## config.mk

```make
export PLATFORM = sky130hd
export DESIGN_NAME = tst_ctrl
export DESIGN_NICKNAME = d
export VERILOG_FILES = /design/src/hw/rtl/assert_macros.svh /design/src/hw/rtl/tst_pkg.sv /design/src/hw/rtl/tst_ctrl.sv
export SDC_FILE = /design/constraint.sdc
export NUM_CORES = 1
export LEC_CHECK = 0
export BUFFER_PORTS_ARGS = -buffer_cell sky130_fd_sc_hd__buf_4
export CORE_MARGIN = 4
export CORE_UTILIZATION = 34
export DETAILED_ROUTE_END_ITERATION = 7
export GPL_TIMING_DRIVEN = 0
export PLACE_DENSITY = 0.72
export SYNTH_ARGS = -nofsm -noshare
export SYNTH_HDL_FRONTEND = slang
export SYNTH_SLANG_ARGS = --single-unit
```

## constraint.sdc

```tcl
create_clock -name clk_i -period 1.8 [get_ports clk_i]
set_clock_uncertainty 0.2 [all_clocks]
set_input_delay 0.36 -clock clk_i [delete_from_list [all_inputs] [get_ports clk_i]]
set_output_delay 0.36 -clock clk_i [all_outputs]
set_load 0.02 [all_outputs]
```

## src/hw/rtl/assert_macros.svh

```systemverilog
// Assertion macros shared by the RTL; clocked on clk_i, disabled while rst_ni is low.
`ifndef ASSERT_MACROS_SVH
`define ASSERT_MACROS_SVH

// Same-cycle implication.
`define ASSERT_IMPL(lbl, ante, cons, msg) \
  lbl: assert property (@(posedge clk_i) disable iff (!rst_ni) (ante) |-> (cons)) \
    else $error(msg);

// Next-cycle implication.
`define ASSERT_NEXT(lbl, ante, cons, msg) \
  lbl: assert property (@(posedge clk_i) disable iff (!rst_ni) (ante) |=> (cons)) \
    else $error(msg);

`endif

```

## src/hw/rtl/tst_pkg.sv

```systemverilog
// Package of the timeout slot table: constants, codes and controller/datapath structs.
`default_nettype none

package tst_pkg;

  localparam int unsigned NumSlotsDefault = 64;
  localparam int unsigned MaxResults      = 64;
  localparam int unsigned KeyW            = 64;
  localparam int unsigned TimeW           = 64;
  localparam int unsigned CntW            = $clog2(MaxResults + 1);

  // request codes (input tuser)
  localparam logic [1:0] ReqAdd    = 2'd0;
  localparam logic [1:0] ReqCancel = 2'd1;
  localparam logic [1:0] ReqTick   = 2'd2;
  localparam logic [1:0] ReqNone   = 2'd3;

  // event codes (output tuser)
  localparam logic [1:0] KindExpired   = 2'd0;
  localparam logic [1:0] KindNoSpace   = 2'd1;
  localparam logic [1:0] KindCancelled = 2'd2;
  localparam logic [1:0] KindNotFound  = 2'd3;

  // controller -> datapath
  typedef struct packed {
    logic       start;      // latch request, restart scan
    logic       step;       // advance scan pipeline
    logic       take;       // apply hit to slot under compare
    logic       pend_load;  // park expired key of slot under compare
    logic       pend_clr;   // drop parked key
    logic       emit;       // load output register
    logic       emit_pend;  // output key from parked key, else request key
    logic [1:0] emit_kind;
    logic       emit_last;
  } cmd_t;

  // datapath -> controller
  typedef struct packed {
    logic [1:0] op;
    logic       b_vld;     // compare stage holds a slot
    logic       hit;       // slot under compare matches the request
    logic       b_last;    // slot under compare is the last slot
    logic       out_free;  // output register can take a word
    logic       pend_vld;
    logic       cnt_last;  // next expiry is the final one allowed per tick
  } sts_t;

endpackage

`default_nettype wire

```

## src/hw/rtl/tst_ctrl.sv

```systemverilog
// Controller state machine of the timeout slot table.
`default_nettype none

module tst_ctrl (
  input  wire logic          clk_i,
  input  wire logic          rst_ni,
  input  wire logic          s_valid_i,
  input  wire logic [1:0]    s_req_i,
  output logic               s_ready_o,
  input  wire tst_pkg::sts_t sts_i,
  output tst_pkg::cmd_t      cmd_o
);

  localparam logic [1:0] StIdle  = 2'd0;
  localparam logic [1:0] StScan  = 2'd1;
  localparam logic [1:0] StFlush = 2'd2;

  logic [1:0] state_q, state_d;

  always_comb begin
    cmd_o     = '0;
    state_d   = state_q;
    s_ready_o = 1'b0;
    case (state_q)
      StIdle: begin
        s_ready_o = 1'b1;
        // unused request code is swallowed without a scan
        if (s_valid_i && s_req_i != tst_pkg::ReqNone) begin
          cmd_o.start = 1'b1;
          state_d     = StScan;
        end
      end
      StScan: begin
        if (!sts_i.b_vld) begin
          cmd_o.step = 1'b1;
        end else begin
          case (sts_i.op)
            tst_pkg::ReqAdd: begin
              if (sts_i.hit) begin
                cmd_o.take = 1'b1;
                state_d    = StIdle;
              end else if (sts_i.b_last) begin
                if (sts_i.out_free) begin
                  cmd_o.emit      = 1'b1;
                  cmd_o.emit_kind = tst_pkg::KindNoSpace;
                  cmd_o.emit_last = 1'b1;
                  state_d         = StIdle;
                end
              end else begin
                cmd_o.step = 1'b1;
              end
            end
            tst_pkg::ReqCancel: begin
              if (sts_i.hit) begin
                if (sts_i.out_free) begin
                  cmd_o.take      = 1'b1;
                  cmd_o.emit      = 1'b1;
                  cmd_o.emit_kind = tst_pkg::KindCancelled;
                  cmd_o.emit_last = 1'b1;
                  state_d         = StIdle;
                end
              end else if (sts_i.b_last) begin
                if (sts_i.out_free) begin
                  cmd_o.emit      = 1'b1;
                  cmd_o.emit_kind = tst_pkg::KindNotFound;
                  cmd_o.emit_last = 1'b1;
                  state_d         = StIdle;
                end
              end else begin
                cmd_o.step = 1'b1;
              end
            end
            tst_pkg::ReqTick: begin
              if (sts_i.hit) begin
                // previous expiry leaves as a non-final word, this one gets parked
                if (!sts_i.pend_vld || sts_i.out_free) begin
                  cmd_o.take      = 1'b1;
                  cmd_o.pend_load = 1'b1;
                  cmd_o.emit      = sts_i.pend_vld;
                  cmd_o.emit_pend = 1'b1;
                  cmd_o.emit_kind = tst_pkg::KindExpired;
                  if (sts_i.cnt_last || sts_i.b_last) begin
                    state_d = StFlush;
                  end else begin
                    cmd_o.step = 1'b1;
                  end
                end
              end else if (sts_i.b_last) begin
                state_d = StFlush;
              end else begin
                cmd_o.step = 1'b1;
              end
            end
            default: begin
              state_d = StIdle;
            end
          endcase
        end
      end
      StFlush: begin
        if (!sts_i.pend_vld) begin
          state_d = StIdle;
        end else if (sts_i.out_free) begin
          cmd_o.emit      = 1'b1;
          cmd_o.emit_pend = 1'b1;
          cmd_o.emit_kind = tst_pkg::KindExpired;
          cmd_o.emit_last = 1'b1;
          cmd_o.pend_clr  = 1'b1;
          state_d         = StIdle;
        end
      end
      default: begin
        state_d = StIdle;
      end
    endcase
  end

  always_ff @(posedge clk_i or negedge rst_ni) begin
    if (!rst_ni) begin
      state_q <= StIdle;
    end else begin
      state_q <= state_d;
    end
  end

endmodule

`default_nettype wire

```

== Yosys cells after proc, flatten, opt, wreduce, memory -nomap -nowiden ==
Cells that the tools add are included.

* Bits in registers: 2
* Latch bits: 0
* Bits in writable memories: 0
* ROM bits: 0
* Input port bits: 13
* Output and inout bits: 11
* Logic and storage cells: 69
* Memories kept: 0

* Add/sub/neg operators: 0
* $mul: 0
* Div/mod/pow operators: 0
* $lt $le $gt $ge: 0
* Eq/ne operators: 10
* Shifts and indexed selects: 0
* Muxes and demuxes: 51
* Bitwise logic cells: 0
* Reduce and logical (&&, ||, !) cells: 7

{| class="wikitable"
|+ Operator list
! cell !! count
|-
| $mux W2 || 16
|-
| $pmux W2 S3 || 4
|-
| $mux W3 || 6
|-
| $mux W1 || 17
|-
| $mux W6 || 2
|-
| $ne A4 B4 Y1 const B || 3
|-
| $pmux W5 S2 || 1
|-
| $mux W4 || 2
|-
| $ne A2 B2 Y1 const B || 3
|-
| $mux W5 || 1
|-
| $reduce_and A5 Y1 || 1
|-
| $eq A2 B1 Y1 const B || 2
|-
| $eq A2 B2 Y1 const B || 2
|-
| $logic_not A2 Y1 || 2
|-
| $pmux W1 S3 || 1
|-
| $logic_or A1 B1 Y1 || 2
|-
| $pmux W1 S2 || 1
|-
| $logic_and A1 B1 Y1 || 1
|-
| $logic_not A1 Y1 || 1
|}

== Depth between registers and ports, before layout ==
Gate-level depths: netlist (run 1).

* Word-level depth: 7
* Depth in mapped cells: 6
* Depth with buffers taken out: 6

== Worst setup path before layout (run 1) ==
No wires, ideal clock.

* Kind: register to output
* Start point: reg state_q[1]
* End point: out cmd_o[3] in the netlist's numbering
* Arrival: 1996 ps
* Required time: 1240 ps
* Path slack: -756 ps
* Cell stages (with the launch flop): 6
* Buffers on the path: 0
* Cells stage by stage: dfrtp_1 -> inv_1 -> ha_1 -> nand3_1 -> nor4b_1 -> o21a_1

{| class="wikitable"
|+ RTL lines
! element !! line !! text
|-
| from (decl) || tst_ctrl.sv:18 || <nowiki>logic [1:0] state_q, state_d;</nowiki>
|-
| from (signal assigned) || tst_ctrl.sv:120 || <nowiki>state_q <= StIdle;</nowiki>
|-
| from (signal assigned) || tst_ctrl.sv:122 || <nowiki>state_q <= state_d;</nowiki>
|-
| to (decl) || tst_ctrl.sv:11 || <nowiki>output tst_pkg::cmd_t cmd_o</nowiki>
|}

==> metrics, run 1 <==
cell taking the most area after synthesis=dfrtp_1; CP startpoint=state_q[0]$_DFFE_PN0P_; worst-path cell chain=inv_2 > ha_4 > or3b_4 > nor3b_4 > buf_6; DIE HEIGHT=44.7 um; share of layout cells above drive strength 1=69.6%; Vias=700; final net count=121; yosys warns=0; first-pass GRT wire length=2910 um; Post-Synth Simple-Gate Area=36.4%; Area Growth Syn to Fin=120%; RR Endpoint=state_q[1]$_DFFE_PN0P_; RSZ-0062 raised after global routing=yes; FF-to-FF Start=state_q[1]$_DFFE_PN0P_; routability cong.=0.765; port bufs=23; Mapped Area=457 sq um; 1st-iter DRT viols=21; IO Pins=24; pin count of the biggest net entering global routing=12; min setup slack post-route=-0.511 ns; EDFF count, synth=0; cell count after synthesis=59; adder-cell area share of the yosys netlist=11.0%; ys flop type=dfrtp_1; Antenna diodes=0; Tcrit/Tclk final=128%; Hold Vio Cnt, Final=0; synthesized area per cell=7.74 sq um; max_cap viols=0; Worst IR Drop VDD=0.000570 V; fmax=0.433 GHz; top post-synthesis cells by area=dfrtp_1 11%, ha_1 11%, a221o_1 4.4%; drt pass-1 iters=4; slowest cell delay on critical path=0.41 ns; Slew Viols, Final=0; largest family of logic cells by synthesized area=simple AND/OR/NAND/NOR gates; Reg with most FFs=state_q; DR vias/cell=6.03; Final Setup Violations=10; failing checks=setup timing; Pleak=0.453 nW; global-route usage over all layers=19.7%; slew margin rel.=70.7%; fin crit period=2.31 ns; Async SR Flop Fraction=100%; TritonCTS clock tree=built; initial antenna violation count=0; fillers=64; htree depth=1; Routed Antenna Nets=0; cts bufs inserted=3; Synth top area share=11.0%; Hold WS=0.242 ns; hpwl dp=1180 um; worst r2r path cells=8; Crit. End Element=output pin; Post-Synthesis Net Count=76; critical path's slowest cell=dfrtp_2; power per cell area=853 nW/um^2; Crit Path Max Fanout=3; #FFs+latches synth=2; Remaining DRCs=0; CTS root buf=clkbuf_4; core area=1190 sq um; end of the critical path=cmd_o[1]; per-cell routed wire length=18.4 um; Cell Rows=12; Critical Path RT=1.24 ns; Initial Util=38.5%; outcome=complete, but fails checks; clock buffer depth=2; Sink Count=2; WP data arrival=1.75 ns; vias in the first global route=686; post-placement worst setup slack=-0.386 ns; Yosys cell types=32; R2R setup slack=-0.11 ns; Synth Area in Compound Gates=31.5%; total congestion overflow=0; sequential-to-total area share from yosys stat=11.0%; mux contribution to synthesized area=2.19%; XOR/XNOR Fraction of Synth Area=0%; die area=1990 sq um; WL final=2140 um; largest registers=state_q (2); Die Width=44.7 um; startpoint types=flop; Worst-Margin Slew=0.436 ns; clock slew seen by the registers of the worst setup and hold paths=0.04 ns; top cells by count, synth=4 x ha_1, 4 x inv_1, 4 x nor2_1; min-delay worst type=primary input to asynchronous set/reset pin; WS Path Type=flop to output pin; clk_lat worst skew=0.24 ns; Final TNS setup=-3.25 ns; Pwr Total=0.856 mW; max reg flops=2
routing by layer:
metal | global-route usage, % | up-vias | part of all wire, %
met4 | 10.8 | 0 | 5.9
met5 | 0 | - | 0
met2 | 38.7 | 46 | 54
li1 | - | 317 | -
met3 | 2.03 | 16 | 6.4
met1 | 19.3 | 321 | 34
through the flow:
stage	instances	utilization [%]	cell area, sq um
3_3_place_gp	96	62.2	738
5_1_grt	116	84.6	1000
3_5_place_dp	96	62.2	738
4_1_cts	112	79.9	947
6_report	116	84.6	1000
2_1_floorplan	59	-	548
final cells by class:
| cell class | count | area [sq um] | share of cell area, % |
|---|---|---|---|
| Sequential cell | 2 | 52.6 | 5.24 |
| Buffer | 2 | 22.5 | 2.24 |
| Tap cell | 14 | 17.5 | 1.75 |
| Clock buffer | 3 | 22.5 | 2.24 |
| Inverter | 4 | 17.5 | 1.75 |
| Multi-Input combinational cell | 50 | 512 | 51.0 |
| Timing Repair Buffer | 41 | 359 | 35.8 |
cell families after synthesis:
logic type                 Yosys count
adders and majority gates            4
buffers and inverters                7
and+or+nand+nor                     26
muxes                                1
DFF                                  2
AOI/OAI and AO/OA                   19
power breakdown:
group | switching, mW | total, mW | internal, mW
logic | 0.309 | 0.665 | 0.356
clock network | 0.0320 | 0.106 | 0.0741
registers | 0.0228 | 0.0845 | 0.0617
total | 0.364 | 0.856 | 0.492
how the worst min path moves through the flow:
stage / from / end / slack [ns] / cells after the start
final: rst_ni / state_q[0]$_DFFE_PN0P_ / 0.24 / 2
after floorplan: rst_ni / state_q[0]$_DFFE_PN0P_ / -0.14 / 0
after global placement: rst_ni / state_q[0]$_DFFE_PN0P_ / -0.06 / 1
after CTS: rst_ni / state_q[0]$_DFFE_PN0P_ / 0.26 / 2
after global routing: rst_ni / state_q[0]$_DFFE_PN0P_ / 0.24 / 2
after detailed placement: rst_ni / state_q[0]$_DFFE_PN0P_ / -0.05 / 1
critical path, delay by kind of cell (launching register included):
kind | cells | cell delay [ns]
adder cells (fa/ha/maj) | 1 | 0.26
flip-flops | 1 | 0.41
AND/OR/NAND/NOR | 2 | 0.63
buffers and inverters | 2 | 0.21
layout by cell type, fill, tap and decap left out, drive strengths merged:
cell type and count:
nor3b 1, a21bo 1, or3 1, dfrtp 2, nor2b 3, and4b 1
o2111ai 1, o21a 2, nor2 4, and3 3, a21boi 1, nand2 2
clkbuf 3, a2111oi 1, and3b 2, o31ai 1, ha 4, nand2b 1
a221o 2, inv 4, a21oi 3, mux2i 1, nand4b 1, buf 42
o21ai 3, nor4b 1, or3b 3, a211oi 2, o2bb2ai 1, a22o 1
dlygate4sd3 1, nand3 3
timing repair:
action | 4_1_cts | 5_1_grt
hold endpoints to repair | 2 | 0
gates resized for setup | 24 | 6
pin swaps | 19 | 8
setup endpoints to repair | 11 | 12
buffers inserted | 17 | 5
hold buffers | 1 | 0
(Power assumes the default switching activity.)
==> run 2: changes to the inputs <==
--- a/config.mk
+++ b/config.mk
@@ -10,7 +10,7 @@
 export CORE_UTILIZATION = 34
 export DETAILED_ROUTE_END_ITERATION = 7
 export GPL_TIMING_DRIVEN = 0
-export PLACE_DENSITY = 0.72
+export PLACE_DENSITY = 0.68
 export SYNTH_ARGS = -nofsm -noshare
 export SYNTH_HDL_FRONTEND = slang
 export SYNTH_SLANG_ARGS = --single-unit
==> metrics, run 2 (synthesis results as in run 1) <==
power per cell area=799 nW/um^2; placed insts=96; IO Pins=24; Slew Viols, Final=0; Die Width=44.7 um; htree depth=1; total congestion overflow=0; global-route usage over all layers=16.2%; fin crit period=2.27 ns; drt pass-1 iters=4; Net Sw Frac=42.1%; most common cell after layout, fill and taps aside=buf_4; Tcrit/Tclk final=126%; min setup slack post-route=-0.471 ns; Critical Path RT=1.24 ns; first-pass GRT wire length=2500 um; crit-path leading delay family=simple AND/OR/NAND/NOR gates; final net count=118; max_cap viols=0; CTS root buf=clkbuf_4; clock buffer depth=2; RSZ-0062 raised after global routing=yes; end of the critical path=cmd_o[1]; Routed Antenna Nets=0; Remaining DRCs=0; Psw=0.313 mW; share of layout cells above drive strength 1=65.7%; hpwl dp=1030 um; Crit Path Max Fanout=3; WS Path Type=flop to output pin; clock slew seen by the registers of the worst setup and hold paths=0.03 ns; outcome=complete, but fails checks; Area Growth Syn to Fin=104%; WP data arrival=1.71 ns; Crit. End Element=output pin; worst r2r path cells=8; Final TNS setup=-3.29 ns; worst path bufs/invs=2; routability cong.=0.712; core area=1190 sq um; die area=1990 sq um; WL final=1730 um; TritonCTS clock tree=built; Worst IR Drop VDD=0.000711 V; Initial Util=38.5%; pin count of the biggest net entering global routing=11; Hold Vio Cnt, Final=0; initial antenna violation count=0; Reg power frac=10.9%; failing checks=setup timing; CP startpoint=state_q[0]$_DFFE_PN0P_; slowest cell delay on critical path=0.41 ns; 1st-iter DRT viols=5; clock share of power=13.6%; Reg with most FFs=state_q; DR vias/cell=5.54; R2R setup slack=-0.04 ns; critical path's slowest cell=or3b_4; Logic pwr share=75.5%; DIE HEIGHT=44.7 um; max reg flops=2; Crit. path cell count=5; Post-DP Area=738 sq um; Antenna diodes=0; startpoint types=flop; slew margin rel.=73.7%; clk_lat worst skew=0.22 ns; port bufs=23; largest registers=state_q (2); Pwr Total=0.745 mW; Vias=626; Non-Filler Instances=113; Worst-Margin Slew=0.394 ns; P_int=0.432 mW; most frequent cells in the layout=29 x buf_4, 7 x buf_6, 3 x inv_2, 3 x a21oi_1, 3 x clkbuf_4; vias in the first global route=584; Final Setup Violations=10; cts bufs inserted=3; final instance area=932 sq um; fmax=0.440 GHz; worst-path cell chain=inv_2 > ha_4 > or3b_4 > nor3b_4 > buf_6; Pleak=0.433 nW; min-delay worst type=primary input to asynchronous set/reset pin; Cell Rows=12; FF-to-FF Start=state_q[1]$_DFFE_PN0P_; RR Endpoint=state_q[1]$_DFFE_PN0P_; per-cell routed wire length=15.3 um; Sink Count=2
## run 2: layout make-up
type                            instances  area [sq um]
Inverter                                4          15.0
Tap cell                               14          17.5
Buffer                                  3          21.3
Timing Repair Buffer                   37           310
Fill cell                              93           254
Clock buffer                            3          22.5
Multi-Input combinational cell         50           494
Sequential cell                         2          51.3
## run 2: worst min path at each step
stage | cells after the start | startpoint | endpoint
6_report | 2 | rst_ni | state_q[1]$_DFFE_PN0P_
5_1_grt | 2 | rst_ni | state_q[1]$_DFFE_PN0P_
4_1_cts | 2 | rst_ni | state_q[1]$_DFFE_PN0P_
3_5_place_dp | 1 | rst_ni | state_q[0]$_DFFE_PN0P_
3_3_place_gp | 1 | rst_ni | state_q[1]$_DFFE_PN0P_
2_1_floorplan | 0 | rst_ni | state_q[0]$_DFFE_PN0P_
## run 2: metrics by stage
| step | hold WS [ns] | util (%) | worst slack [ns] |
|---|---|---|---|
| after floorplan | -0.136 | - | -0.233 |
| after global placement | -0.0584 | 62.2 | -0.358 |
| after detailed placement | -0.0558 | 62.2 | -0.373 |
| after CTS | 0.258 | 72.6 | -0.485 |
| after global routing | 0.267 | 78.6 | -0.531 |
| final | 0.264 | 78.6 | -0.471 |
## run 2: power by group through the flow
| stage | clock network (mW) | logic (mW) | registers (mW) |
|---|---|---|---|
| floorplan | 0 | 0.289 | 0.0793 |
| global placement | 0 | 0.401 | 0.0850 |
| detailed placement | 0 | 0.401 | 0.0834 |
| CTS | 0.106 | 0.495 | 0.0814 |
| global route | 0.109 | 0.605 | 0.0832 |
| finish | 0.101 | 0.563 | 0.0812 |
## run 2: repair_timing
action / CTS / global route
pin swaps: 9 / 8
gates resized for setup: 9 / 8
hold buffers: 1 / 0
setup endpoints to repair: 10 / 12
endpoints found under the hold margin: 2 / 0
buffers inserted: 8 / 5
## run 2: per-layer routing
metal | vias to the layer above | GRT usage (%) | share of wire [%] | routed length [um]
met5 | - | 0 | 0 | 0
met4 | 0 | 1.81 | 0 | 0
met3 | 0 | 2.03 | 6.7 | 116
met2 | 30 | 27.2 | 48 | 835
met1 | 284 | 22.4 | 45 | 783
li1 | 312 | - | - | -
==> run 3: changes to the inputs <==
--- a/config.mk
+++ b/config.mk
@@ -6,11 +6,13 @@
 export NUM_CORES = 1
 export LEC_CHECK = 0
 export BUFFER_PORTS_ARGS = -buffer_cell sky130_fd_sc_hd__buf_4
+export CELL_PAD_IN_SITES_DETAIL_PLACEMENT = 1
+export CELL_PAD_IN_SITES_GLOBAL_PLACEMENT = 1
 export CORE_MARGIN = 4
-export CORE_UTILIZATION = 34
+export CORE_UTILIZATION = 26
 export DETAILED_ROUTE_END_ITERATION = 7
 export GPL_TIMING_DRIVEN = 0
-export PLACE_DENSITY = 0.68
+export PLACE_DENSITY = 0.74
 export SYNTH_ARGS = -nofsm -noshare
 export SYNTH_HDL_FRONTEND = slang
 export SYNTH_SLANG_ARGS = --single-unit
==> metrics, run 3 (synthesis results as in run 1) <==
slew margin rel.=73.4%; post-placement worst setup slack=-0.368 ns; Hold WS=0.270 ns; TritonCTS clock tree=built; port bufs=23; WS Path Type=flop to output pin; drt pass-1 iters=4; Final Setup Violations=9; Reg with most FFs=state_q; Crit. End Element=output pin; vias in the first global route=702; Pleak=0.433 nW; Cell Rows=14; max reg flops=2; final net count=118; RSZ-0062 raised after global routing=yes; Critical Path RT=1.24 ns; max_cap viols=0; Final Core Density=62.3%; Initial Util=29.0%; WL final=1990 um; min-delay worst type=primary input to asynchronous set/reset pin; most common cell after layout, fill and taps aside=buf_4; IO Pins=24; Antenna diodes=0; clock slew seen by the registers of the worst setup and hold paths=0.03 ns; fin crit period=2.31 ns; htree depth=1; clock buffer depth=2; outcome=complete, but fails checks; hpwl dp=1210 um; Routed Antenna Nets=0; Slew Viols, Final=0; pin count of the biggest net entering global routing=11; Area Growth Syn to Fin=115%; CTS root buf=clkbuf_4; clk_lat worst skew=0.24 ns; Vias=624; total congestion overflow=0; die area=2490 sq um; share of layout cells above drive strength 1=68.7%; Worst-Margin Slew=0.399 ns; initial antenna violation count=0; Remaining DRCs=0; routability cong.=0.764; Die Width=49.9 um; startpoint types=flop; fmax=0.433 GHz; min setup slack post-route=-0.508 ns; per-cell routed wire length=17.3 um; Post-DP Area=741 sq um; most frequent cells in the layout=24 x buf_4, 12 x buf_6, 3 x ha_4, 3 x clkbuf_4; Tcrit/Tclk final=128%; Crit Path Max Fanout=3; 1st-iter DRT viols=4; WP data arrival=1.75 ns; final instance area=982 sq um; DIE HEIGHT=49.9 um; cts bufs inserted=3; failing checks=setup timing; core area=1580 sq um; DR vias/cell=5.43; fillers=166; Final TNS setup=-3.46 ns; first-pass GRT wire length=3200 um; global-route usage over all layers=16.4%; power per cell area=820 nW/um^2; largest registers=state_q (2); Sink Count=2; Worst IR Drop VDD=0.000436 V; Hold Vio Cnt, Final=0
==> run 3: per-layer routing <==
metal | wire length (um) | share of wire (%) | track usage [%] | vias to the layer above
met1 | 868 | 44 | 19.9 | 294
met2 | 1020 | 51 | 29.1 | 23
met4 | 21 | 1.1 | 6.91 | 0
met3 | 86 | 4.3 | 1.51 | 2
li1 | - | - | - | 305
met5 | 0 | 0 | 0 | -
==> run 3: layout make-up <==
type | count | area, sq um | share of cell area (%)
multi-input cells | 50 | 519 | 52.9
repair buffers | 37 | 329 | 33.5
flip-flops and latches | 2 | 52.6 | 5.35
clock buffers | 3 | 22.5 | 2.29
plain buffers | 3 | 21.3 | 2.17
well taps | 16 | 20.0 | 2.04
inverters | 4 | 17.5 | 1.78
==> run 3: final timing paths <==
check,startpoint,end,slack [ns],depth (start not counted)
setup reg to reg,state_q[1]$_DFFE_PN0P_,state_q[0]$_DFFE_PN0P_,0.01,7
setup / recovery,state_q[1]$_DFFE_PN0P_,cmd_o[2],-0.51,7
hold / removal,rst_ni,state_q[1]$_DFFE_PN0P_,0.27,2
min in group clk_i,sts_i[5],state_q[1]$_DFFE_PN0P_,0.46,4
max in group asynchronous,rst_ni,state_q[0]$_DFFE_PN0P_,1.02,2
hold reg to reg,state_q[1]$_DFFE_PN0P_,state_q[1]$_DFFE_PN0P_,0.49,2
==> run 3: per-stage QoR <==
| stage | instances | power [mW] |
|---|---|---|
| after floorplan | 59 | 0.368 |
| after global placement | 98 | 0.491 |
| after detailed placement | 98 | 0.494 |
| after CTS | 111 | 0.699 |
| after global routing | 115 | 0.858 |
| final | 115 | 0.806 |
==> run 3: where the power goes <==
group,internal [mW],total [mW],switching [mW]
sequential,0.0617,0.0824,0.0207
clock,0.0740,0.106,0.0321
combinational,0.329,0.617,0.287
total,0.465,0.806,0.340
==> run 3: critical path, stage by stage (launching register included) <==
cell and delay (ns):
dfrtp_2 0.42, inv_4 0.08, ha_4 0.14, nand3_2 0.08
or3b_4 0.44, buf_4 0.16, nor2_4 0.07, buf_6 0.12
==> run 3: what timing repair did <==
action,in CTS,in global routing
gates resized for setup,9,20
cloned,0,0
pin swaps,10,7
hold endpoints to repair,2,0
endpoints found under the setup margin,11,11
buffers inserted,9,5
hold buffers,1,0
